**config.mk**
```make
export PLATFORM = sky130hd
export DESIGN_NAME = crc16_frame_parser
export DESIGN_NICKNAME = d
export VERILOG_FILES = /design/src/design/crcfp_pkg.sv /design/src/design/crcfp_ram.sv /design/src/design/crcfp_parser.sv /design/src/design/crc16_frame_parser.sv
export SDC_FILE = /design/constraint.sdc
export NUM_CORES = 2
export LEC_CHECK = 0
export BUFFER_PORTS_ARGS = -buffer_cell sky130_fd_sc_hd__buf_2
export CAP_MARGIN = 30
export CORE_MARGIN = 2
export CORE_UTILIZATION = 60
export DETAILED_ROUTE_END_ITERATION = 10
export PLACE_DENSITY = 0.82
export SLEW_MARGIN = 25
export SYNTH_ARGS = -nofsm -noshare
export SYNTH_HDL_FRONTEND = slang
export SYNTH_SLANG_ARGS = --single-unit
```
**constraint.sdc**
```tcl
create_clock -name aclk -period 5.1 [get_ports aclk]
set_clock_uncertainty 0.2 [all_clocks]
set_input_delay 0 -clock aclk [delete_from_list [all_inputs] [get_ports aclk]]
set_output_delay 0 -clock aclk [all_outputs]
set_load 0.02 [all_outputs]
```
**src/design/crcfp_pkg.sv**
```systemverilog
// Shared constants, types and the byte-wise CRC-16 update for the frame parser.
package crcfp_pkg;

    // Largest payload length a frame may declare; longer frames are discarded.
    localparam int MAX_PAYLOAD = 256;

    // Width of the length and payload position registers: enough for MAX_PAYLOAD,
    // and never less than the 9-bit length field of the result.
    localparam int LEN_W = ($clog2(MAX_PAYLOAD + 1) > 9) ? $clog2(MAX_PAYLOAD + 1) : 9;

    // Payload store geometry.
    localparam int STORE_DEPTH = 256;
    localparam int STORE_AW    = 8;

    localparam logic [15:0] CRC_INIT = 16'hFFFF;
    localparam logic [15:0] CRC_POLY = 16'h1021;
    localparam logic [7:0]  SOF_RESET = 8'hAA;

    // Input and result packing.
    localparam int S_DATA_W = 16;
    localparam int M_DATA_W = 40;

    typedef struct packed {
        logic       ok;
        logic [7:0] seq;
        logic [7:0] command;
        logic [8:0] length;
    } parse_res_t;

    typedef struct packed {
        logic                en;
        logic [STORE_AW-1:0] addr;
        logic [7:0]          data;
    } store_wr_t;

    // CRC-16, polynomial 0x1021, MSB first, one byte per call.
    function automatic logic [15:0] crc_byte(input logic [15:0] crc_in, input logic [7:0] b);
        logic [15:0] c;
        c = crc_in ^ {b, 8'h00};
        for (int k = 0; k < 8; k++) begin
            if (c[15]) begin
                c = {c[14:0], 1'b0} ^ CRC_POLY;
            end else begin
                c = {c[14:0], 1'b0};
            end
        end
        return c;
    endfunction

endpackage

```
**src/design/crcfp_ram.sv**
```systemverilog
// Generic single-port-write, single-port-read RAM with a registered read.
module crcfp_ram #(
    parameter int WIDTH  = 8,
    parameter int DEPTH  = 256,
    parameter int ADDR_W = $clog2(DEPTH)
) (
    input  logic              aclk,
    input  logic              wr_en,
    input  logic [ADDR_W-1:0] wr_addr,
    input  logic [WIDTH-1:0]  wr_data,
    input  logic              rd_en,
    input  logic [ADDR_W-1:0] rd_addr,
    output logic [WIDTH-1:0]  rd_data
);

    logic [WIDTH-1:0] mem [DEPTH];
    logic [WIDTH-1:0] rd_data_reg;

    always_ff @(posedge aclk) begin
        if (wr_en) begin
            mem[wr_addr] <= wr_data;
        end
        if (rd_en) begin
            rd_data_reg <= mem[rd_addr];
        end
    end

    assign rd_data = rd_data_reg;

endmodule

```
**src/design/crcfp_parser.sv**
```systemverilog
// Frame parsing state machine with the running CRC and the header registers.
module crcfp_parser (
    input  logic                  aclk,
    input  logic                  aresetn,
    input  logic                  cfg_valid,
    input  logic [7:0]            cfg_data,
    input  logic                  feed,
    input  logic [7:0]            rx_byte,
    output crcfp_pkg::parse_res_t res,
    output crcfp_pkg::store_wr_t  store_wr
);

    localparam logic [2:0] PH_SOF  = 3'd0;
    localparam logic [2:0] PH_SEQ  = 3'd1;
    localparam logic [2:0] PH_CMD  = 3'd2;
    localparam logic [2:0] PH_LENL = 3'd3;
    localparam logic [2:0] PH_LENH = 3'd4;
    localparam logic [2:0] PH_DATA = 3'd5;
    localparam logic [2:0] PH_CRCH = 3'd6;
    localparam logic [2:0] PH_CRCL = 3'd7;

    localparam int LW = crcfp_pkg::LEN_W;

    logic [2:0]    phase_reg,   phase_next;
    logic [7:0]    seq_reg,     seq_next;
    logic [7:0]    command_reg, command_next;
    logic [LW-1:0] len_reg,     len_next;
    logic [LW-1:0] idx_reg,     idx_next;
    logic [7:0]    crc_hi_reg,  crc_hi_next;
    logic [15:0]   crc_reg,     crc_next;
    logic [7:0]    sof_reg;

    logic [15:0]   crc_upd;
    logic [15:0]   len_full;
    logic [LW-1:0] idx_inc;
    logic          ok;

    assign crc_upd  = crcfp_pkg::crc_byte(crc_reg, rx_byte);
    assign len_full = {rx_byte, len_reg[7:0]};
    assign idx_inc  = idx_reg + LW'(1);

    always_comb begin
        phase_next   = phase_reg;
        seq_next     = seq_reg;
        command_next = command_reg;
        len_next     = len_reg;
        idx_next     = idx_reg;
        crc_hi_next  = crc_hi_reg;
        crc_next     = crc_reg;
        ok           = 1'b0;
        store_wr.en   = 1'b0;
        store_wr.addr = idx_reg[crcfp_pkg::STORE_AW-1:0];
        store_wr.data = rx_byte;
        if (feed) begin
            case (phase_reg)
                PH_SOF: begin
                    if (rx_byte == sof_reg) begin
                        crc_next   = crcfp_pkg::CRC_INIT;
                        phase_next = PH_SEQ;
                    end
                end
                PH_SEQ: begin
                    seq_next   = rx_byte;
                    crc_next   = crc_upd;
                    phase_next = PH_CMD;
                end
                PH_CMD: begin
                    command_next = rx_byte;
                    crc_next     = crc_upd;
                    phase_next   = PH_LENL;
                end
                PH_LENL: begin
                    len_next   = LW'(rx_byte);
                    crc_next   = crc_upd;
                    phase_next = PH_LENH;
                end
                PH_LENH: begin
                    crc_next = crc_upd;
                    idx_next = '0;
                    if ({1'b0, len_full} > 17'(crcfp_pkg::MAX_PAYLOAD)) begin
                        len_next   = '0;
                        phase_next = PH_SOF;
                    end else begin
                        len_next   = LW'(len_full);
                        phase_next = (len_full == 16'd0) ? PH_CRCH : PH_DATA;
                    end
                end
                PH_DATA: begin
                    // Positions beyond the store are counted but not kept.
                    store_wr.en = (idx_reg[LW-1:crcfp_pkg::STORE_AW] == '0);
                    crc_next    = crc_upd;
                    idx_next    = idx_inc;
                    if (idx_inc >= len_reg) begin
                        phase_next = PH_CRCH;
                    end
                end
                PH_CRCH: begin
                    crc_hi_next = rx_byte;
                    phase_next  = PH_CRCL;
                end
                default: begin
                    phase_next = PH_SOF;
                    ok         = ({crc_hi_reg, rx_byte} == crc_reg);
                end
            endcase
        end
    end

    always_ff @(posedge aclk) begin
        if (!aresetn) begin
            phase_reg   <= PH_SOF;
            seq_reg     <= '0;
            command_reg <= '0;
            len_reg     <= '0;
            idx_reg     <= '0;
            crc_hi_reg  <= '0;
            crc_reg     <= crcfp_pkg::CRC_INIT;
            sof_reg     <= crcfp_pkg::SOF_RESET;
        end else begin
            phase_reg   <= phase_next;
            seq_reg     <= seq_next;
            command_reg <= command_next;
            len_reg     <= len_next;
            idx_reg     <= idx_next;
            crc_hi_reg  <= crc_hi_next;
            crc_reg     <= crc_next;
            if (cfg_valid) begin
                sof_reg <= cfg_data;
            end
        end
    end

    assign res.ok      = ok;
    assign res.seq     = seq_next;
    assign res.command = command_next;
    assign res.length  = len_next[8:0];

endmodule

```
**src/design/crc16_frame_parser.sv**
```systemverilog
// Top level of the CRC-16 frame parser: handshakes, payload store and result stages.
//
// The block takes one transaction per clock and returns exactly one result per
// transaction, passing it through a stage register and then the result register.
// A feed transaction (s_tuser = 0) advances the frame parser by one received byte
// and updates the CRC-16 in the same cycle; a read transaction (s_tuser = 1) reads
// the payload store, whose registered read port feeds the result register. The
// payload store is a 256-byte RAM written during the payload phase and needs no
// clearing after reset. A result register and a stage ahead of it decouple the two
// sides, so input is taken at full rate while m_tready is high. The start-of-frame
// byte is set through the cfg_valid/cfg_data channel, which is always ready.
module crc16_frame_parser (
    input  logic        aclk,
    input  logic        aresetn,
    input  logic        cfg_valid,
    output logic        cfg_ready,
    input  logic [7:0]  cfg_data,
    input  logic        s_tvalid,
    output logic        s_tready,
    input  logic [15:0] s_tdata,   // rx_byte [7:0], read_index [15:8]
    input  logic        s_tuser,   // cmd
    output logic        m_tvalid,
    input  logic        m_tready,
    output logic [39:0] m_tdata    // frame_ok [0], frame_seq [8:1], frame_command [16:9],
                                   // frame_length [25:17], read_data [33:26], zeros above
);

    crcfp_pkg::parse_res_t res;
    crcfp_pkg::store_wr_t  store_wr;

    logic       accept;
    logic       feed;
    logic       rd_en;
    logic [7:0] rd_data;
    logic       p1_adv;

    logic                  p1_valid_reg, p1_valid_next;
    crcfp_pkg::parse_res_t p1_res_reg;
    logic                  p1_read_reg;
    logic                  m_valid_reg,  m_valid_next;
    logic [39:0]           m_data_reg;

    assign p1_adv    = !m_valid_reg || m_tready;
    assign s_tready  = !p1_valid_reg || p1_adv;
    assign accept    = s_tvalid && s_tready;
    assign feed      = accept && !s_tuser;
    assign rd_en     = accept && s_tuser;
    assign cfg_ready = 1'b1;

    crcfp_parser u_parser (
        .aclk      (aclk),
        .aresetn   (aresetn),
        .cfg_valid (cfg_valid),
        .cfg_data  (cfg_data),
        .feed      (feed),
        .rx_byte   (s_tdata[7:0]),
        .res       (res),
        .store_wr  (store_wr)
    );

    crcfp_ram #(
        .WIDTH (8),
        .DEPTH (crcfp_pkg::STORE_DEPTH)
    ) u_store (
        .aclk    (aclk),
        .wr_en   (store_wr.en),
        .wr_addr (store_wr.addr),
        .wr_data (store_wr.data),
        .rd_en   (rd_en),
        .rd_addr (s_tdata[15:8]),
        .rd_data (rd_data)
    );

    always_comb begin
        p1_valid_next = p1_valid_reg;
        if (accept) begin
            p1_valid_next = 1'b1;
        end else if (p1_adv) begin
            p1_valid_next = 1'b0;
        end
        m_valid_next = m_valid_reg;
        if (p1_adv && p1_valid_reg) begin
            m_valid_next = 1'b1;
        end else if (m_tready) begin
            m_valid_next = 1'b0;
        end
    end

    always_ff @(posedge aclk) begin
        if (!aresetn) begin
            p1_valid_reg <= 1'b0;
            m_valid_reg  <= 1'b0;
        end else begin
            p1_valid_reg <= p1_valid_next;
            m_valid_reg  <= m_valid_next;
        end
    end

    // The RAM output holds while the stage is stalled, since no new read is issued then.
    always_ff @(posedge aclk) begin
        if (accept) begin
            p1_res_reg  <= res;
            p1_read_reg <= s_tuser;
        end
        if (p1_adv && p1_valid_reg) begin
            m_data_reg <= {6'd0,
                           p1_read_reg ? rd_data : 8'd0,
                           p1_res_reg.length,
                           p1_res_reg.command,
                           p1_res_reg.seq,
                           p1_res_reg.ok};
        end
    end

    assign m_tvalid = m_valid_reg;
    assign m_tdata  = m_data_reg;

endmodule

```
After elaboration in Yosys (flattened, before gate mapping) --
Memories as Yosys holds them, arrays and structs flattened. A register that Yosys moved wholly into a read port is not among the register bits. Cells that the tools add are included.
Word-level totals: register bits 132, memory bits (writable) 2048, bits of input ports 30, output and inout port bits 43, word-level logic and storage cells 94, memories 1
Memories:
- u_store.mem | depth 256, width 8, read ports 1, clocked after memory_dff 1, write ports 1, line crcfp_ram.sv:16 | logic [WIDTH-1:0] mem [DEPTH];
Cells by class: add/sub/neg operators 1, magnitude comparators 2, equal/unequal tests 10, multiplexer cells 31, bitwise gates (word level) 11, reductions and logical operators 21
Operators with widths (count):
- two-way mux 13 bit | 8
- case mux 9 bit (2 select lines) | 2
- two-way mux 8 bit | 4
- case mux 16 bit (2 select lines) | 1
- NOT 3 bit | 8
- case mux 3 bit (7 select lines) | 1
- two-way mux 9 bit | 2
- equality test 16 bit | 1
- greater-than comparator 16 x 9 -> 1 bit, second input constant | 1
- logical NOT 16 bit | 1
- two-way mux 16 bit | 1
- XOR 16 bit | 1
- adder 9 x 1 -> 9 bit, second input constant | 1
- equality test 3 bit, second input constant | 3
- >= comparator 9 bit | 1
- two-way mux 3 bit | 3
- equality test 8 bit | 1
- two-way mux 1 bit | 8
- nonzero test 2 bit | 4
- OR reduction 8 bit | 1
- equality test 3 x 2 -> 1 bit, second input constant | 2
- AND reduction 3 bit | 2
- OR reduction 5 bit | 1
- logical AND 1 bit | 4
- 8 further kinds | 14

Logic depth before layout (Yosys ltp) --
depth after elaboration 18, gate-level depth with buffers 12, depth with buffers taken out 10

Cells and area by module --
From an unflattened synthesis, not the netlist that was laid out.
Unflattened totals: cell total of the unflattened synthesis 4249, area, all modules 85537.0 sq um
By module, submodules not included:
- crcfp_ram | times used 1, cells an instance 3733, area each 79636.4 sq um
- crcfp_parser | times used 1, cells an instance 427, area each 3856.2 sq um
- crc16_frame_parser | times used 1, cells an instance 89, area each 2044.5 sq um

Worst setup path after synthesis --
OpenSTA, ideal clock, no wires.
path type register to register, from reg m_valid_reg, in the netlist m_tvalid, to mem u_store.mem[160][0] (enable), arrival time 3.147 ns, data required time 4.530 ns, path slack 1.382 ns, cell stages (with the launch flop) 10, buffers on the path 1, clock period less this slack 3.718 ns, cells stage by stage dfxtp_1 -> nand3b_1 -> nand2_1 -> inv_1 -> nand2_1 -> or4_4 -> nor3b_2 -> nand2_1 -> clkbuf_1 -> nor2_1
Between the ends: word-level cells in the longest chain between the ends 8
RTL lines:
- start: declaration | line crc16_frame_parser.sv:40 | logic m_valid_reg, m_valid_next;
- start signal: assignment | line crc16_frame_parser.sv:95 | m_valid_reg <= m_valid_next;
- logical NOT 1 bit | line crc16_frame_parser.sv:43 | assign p1_adv = !m_valid_reg || m_tready;
- logical OR 1 bit | line crc16_frame_parser.sv:43
- logical OR 1 bit | line crc16_frame_parser.sv:44 | assign s_tready = !p1_valid_reg || p1_adv;
- net s_tready | line crc16_frame_parser.sv:19 | output logic s_tready,
- logical AND 1 bit | line crc16_frame_parser.sv:45 | assign accept = s_tvalid && s_tready;
- net accept | line crc16_frame_parser.sv:31 | logic accept;
- logical AND 1 bit | line crc16_frame_parser.sv:46 | assign feed = accept && !s_tuser;
- two-way mux 1 bit | line crcfp_parser.sv:54 | if (feed) begin
- two-way mux 1 bit | line crcfp_ram.sv:20 | if (wr_en) begin
- two-way mux 1 bit (not written as such) | line crcfp_ram.sv:21 | mem[wr_addr] <= wr_data;
- end: declaration | line crcfp_ram.sv:16
The timed path passes the listed nets, and every way through them passes these cells.

Worst setup path in the final report --
from reg m_valid_reg, in the netlist m_tvalid, to mem u_store.mem[57][2] (enable)
Between the ends: word-level cells in the longest chain between the ends 8
RTL lines (line):
- logical NOT 1 bit | crc16_frame_parser.sv:43
- logical OR 1 bit | crc16_frame_parser.sv:43
- logical OR 1 bit | crc16_frame_parser.sv:44
- logical AND 1 bit | crc16_frame_parser.sv:45
- net accept | crc16_frame_parser.sv:31
- logical AND 1 bit | crc16_frame_parser.sv:46
- two-way mux 1 bit | crcfp_parser.sv:54
- two-way mux 1 bit | crcfp_ram.sv:20
- two-way mux 1 bit (not written as such) | crcfp_ram.sv:21
The timed path passes the listed nets, and every way through them passes these cells.

==> metrics.yaml <==
status:
  outcome: "finished, final reports clean"
global_routing:
  grtUsageTotal_pct: 30.9
  grt_pass1_wl_um: 320000
  overflow: 0
  gr-usage-met1_pct: 40.8
  first_global_vias: 44400
  grt-busiest-layer: "met2"
  grt_antenna_before_repair: 11
  grt_max_degree: 210
  use_met2_pct: 48.8
  met3_usage_pct: 8.37
synthesis:
  netlist_top_cells_area: "edfxtp_1 (75%), mux4_2 (14%), dfxtp_1 (1.7%)"
  synth_top_area_cell: "edfxtp_1"
  synth-edff-count: 2117
  ys_ff_latch: 2188
  synth_cell_types: 59
  yosys.area.top_type_share_pct: 74.8
  ys.flop_type: "edfxtp_1"
  seq_area_frac_synth_pct: 76.5
  syn_area_mm2: 0.0850
  postSynthCellCount: 4087
  yosysWarningCount: 0
  async_flop_share_pct: 0
  syn_area_per_cell_um2: 20.8
placed_design:
  routabilityCongestion: 0.860
  portBuffers: 65
  dp_slack_ns: 0.987
  hpwl_um: 120000
detailed_routing:
  vias: 44800
  wire_per_inst_um: 35.5
  drtPass1Iterations: 8
  ant_nets: 0
  wl_um: 225000
  drt-initial-drc-count: 7652
  viasPerCell: 7.07
  drc: 0
sta:
  timing.final.crit_share_pct: 86.4
  period_minus_slack_ns: 4.41
  slew_violations: 0
  hold_viol: 0
  worst-slew-pin-transition_ns: 1.07
  fin_tns_setup_ns: 0
  setup_viol: 0
  rsz0062_at_grt: "no"
  fin_ws_ns: 0.691
  slew-limit-headroom_pct: 28.7
  max_freq_ghz: 0.227
cells_and_area:
  finalNetCount: 4305
  largest_reg_flops: 2048
  drive_gt1_share_pct: 23.3
  syn2layout_area_growth_pct: 12.1
clocking:
  cts_sinks: 2188
  postCtsSetupRepairBufs: 0
  cts_tree: "yes"
  cts_buffers: 201
  ctsResizeCount: 0
  clock_path_buffers: 3
  clk_pin_slew_ns: 0.06
  cts-root-buf: "clkbuf_16"
  cts.htree.levels: 4
  insertion_delay_ns: 0.84
power:
  vdd_ir_drop_max_v: 0.000431
  power_leakage_nw: 30.0
  power_density_mw_per_mm2: 395
worst_setup_path:
  path_buf_inv: 2
  critPathLaunchType: "flop"
  critPathCaptureType: "flop"
  crit_path_frequent_cell: "nand2_1"
  crit_type: "reg2reg"
  crit_fanout: 16
  cpLargestDelayFamily: "simple AND/OR/NAND/NOR gates"
  max_stage_delay_ns: 0.82
  path_cells: "nand3b_1 -> nand2_1 -> inv_1 -> nand2_1 -> or4_4 -> nor3_1 -> buf_4 -> nand2_1 -> nor2_1"
  slowest_stage: "nor2_1"
  cp.arrival_ns: 4.66
  crit_required_ns: 5.35
floorplanning:
  core_area_mm2: 0.141
  die_h_um: 380
  initial_core_util_pct: 60.2
  num_rows: 138
  num_io_pins: 73
  die_x_um: 380
  die-area_mm2: 0.145
flow_run:
  cap_violations: 0
min_path:
  min_path_type: "in2reg"
[where the power goes]
part	leakage (nW)	switching (W)	total (W)	internal, W
sequential	19.6	0.0000212	0.0197	0.0197
combinational	6.91	0.00112	0.00174	0.000620
clock	3.43	0.00684	0.0162	0.00934
[area by class of cell]
cell class	instances	area, µm²
Sequential cell	2188	65000
Tap cell	1890	2360
Fill cell	8151	45800
Timing Repair Buffer	224	2060
Clock inverter	126	1590
Antenna cell	8	20.0
Clock buffer	251	5490
Inverter	17	63.8
Multi-Input combinational cell	1630	18700
[through the flow]
stage	area (µm²)	std cells	power [W]	util (%)	hold WS, ns
floorplan	85000	4092	0.0210	-	-0.101
global placement	87400	5884	0.0217	62.0	0.0136
detailed placement	87500	5886	0.0218	62.0	0.0202
CTS	95100	6319	0.0376	67.4	0.000616
global route	95200	6327	0.0383	67.5	0.0229
finish	95200	6334	0.0377	67.5	0.0244
[worst paths after layout]
check                                    start             endpoint  slack [ns]  depth (start not counted)
worst max-delay path                  m_tvalid   u_store.mem[57][2]        0.69                          9
worst min-delay path                s_tdata[4]  u_store.mem[214][4]        0.02                          2
worst min register to register  p1_res_reg[18]           m_tdata[2]        0.19                          0
worst max register to register        m_tvalid   u_store.mem[57][2]        0.69                          9
[metal layers]
| metal | vias to the layer above | wire (µm) |
|---|---|---|
| li1 | 17200 | - |
| met1 | 22800 | 74700 |
| met2 | 4034 | 108000 |
| met3 | 737 | 29500 |
| met4 | 14 | 12300 |
| met5 | - | 95 |
[kinds of logic (layout without fill, tap and decap cells)]
family / after synthesis / after routing / share of synthesized area [%]
adder cells (fa/ha/maj): 13 / 13 / 0.191
buffers and inverters: 274 / 618 / 1.64
XOR/XNOR: 56 / 56 / 0.577
AO/OA/AOI/OAI: 316 / 316 / 2.63
multiplexers: 671 / 671 / 15.5
AND/OR/NAND/NOR: 567 / 567 / 2.98
flip-flops: 2188 / 2188 / 76.5
other: 2 / 15 / 0.00884
[layout by cell type, fill, tap and decap left out, types with 9 or more instances in the layout]
master and instances:
a211oi_1 24, a21oi_1 79, a221oi_1 14, a22o_1 39, a22oi_1 65, and2_1 38
and3_1 12, buf_12 19, buf_2 55, buf_4 80, bufinv_16 33, clkbuf_1 34
clkbuf_16 211, clkbuf_8 12, clkinv_1 35, clkinv_2 36, clkinvlp_4 12, dfxtp_1 71
dlygate4sd3_1 54, edfxtp_1 2117, ha_1 13, inv_1 16, mux2_2 18, mux2i_1 141
mux4_2 512, nand2_1 97, nand2b_1 13, nand3_1 32, nand4_1 11, nor2_1 287
nor3_1 24, nor4_1 9, o21ai_0 17, o221ai_1 31, o22ai_1 11, xnor2_1 29
xor2_1 27
[synthesized netlist by cell type, types with 10 or more instances]
cell type,n
o21ai_0,17
and3_1,12
buf_6,17
mux4_2,512
o221ai_1,31
nand2b_1,13
a21oi_1,79
nand2_1,103
inv_1,16
a211oi_1,24
mux2i_1,141
nand4_1,11
buf_2,63
edfxtp_1,2117
buf_4,42
and2_1,39
buf_1,11
a22o_1,39
xnor2_1,29
clkbuf_1,124
ha_1,13
o22ai_1,11
mux2_2,18
xor2_1,27
a22oi_1,65
nand3_1,32
nor2b_1,10
dfxtp_1,71
nor3_1,24
a221oi_1,14
nor2_1,290
[what timing repair did]
item	4_1_cts	5_1_grt
hold endpoints to repair	1154	0
hold buffers	56	0
setup endpoints to repair	0	0
No activity file was read; power rests on OpenSTA's default activity.
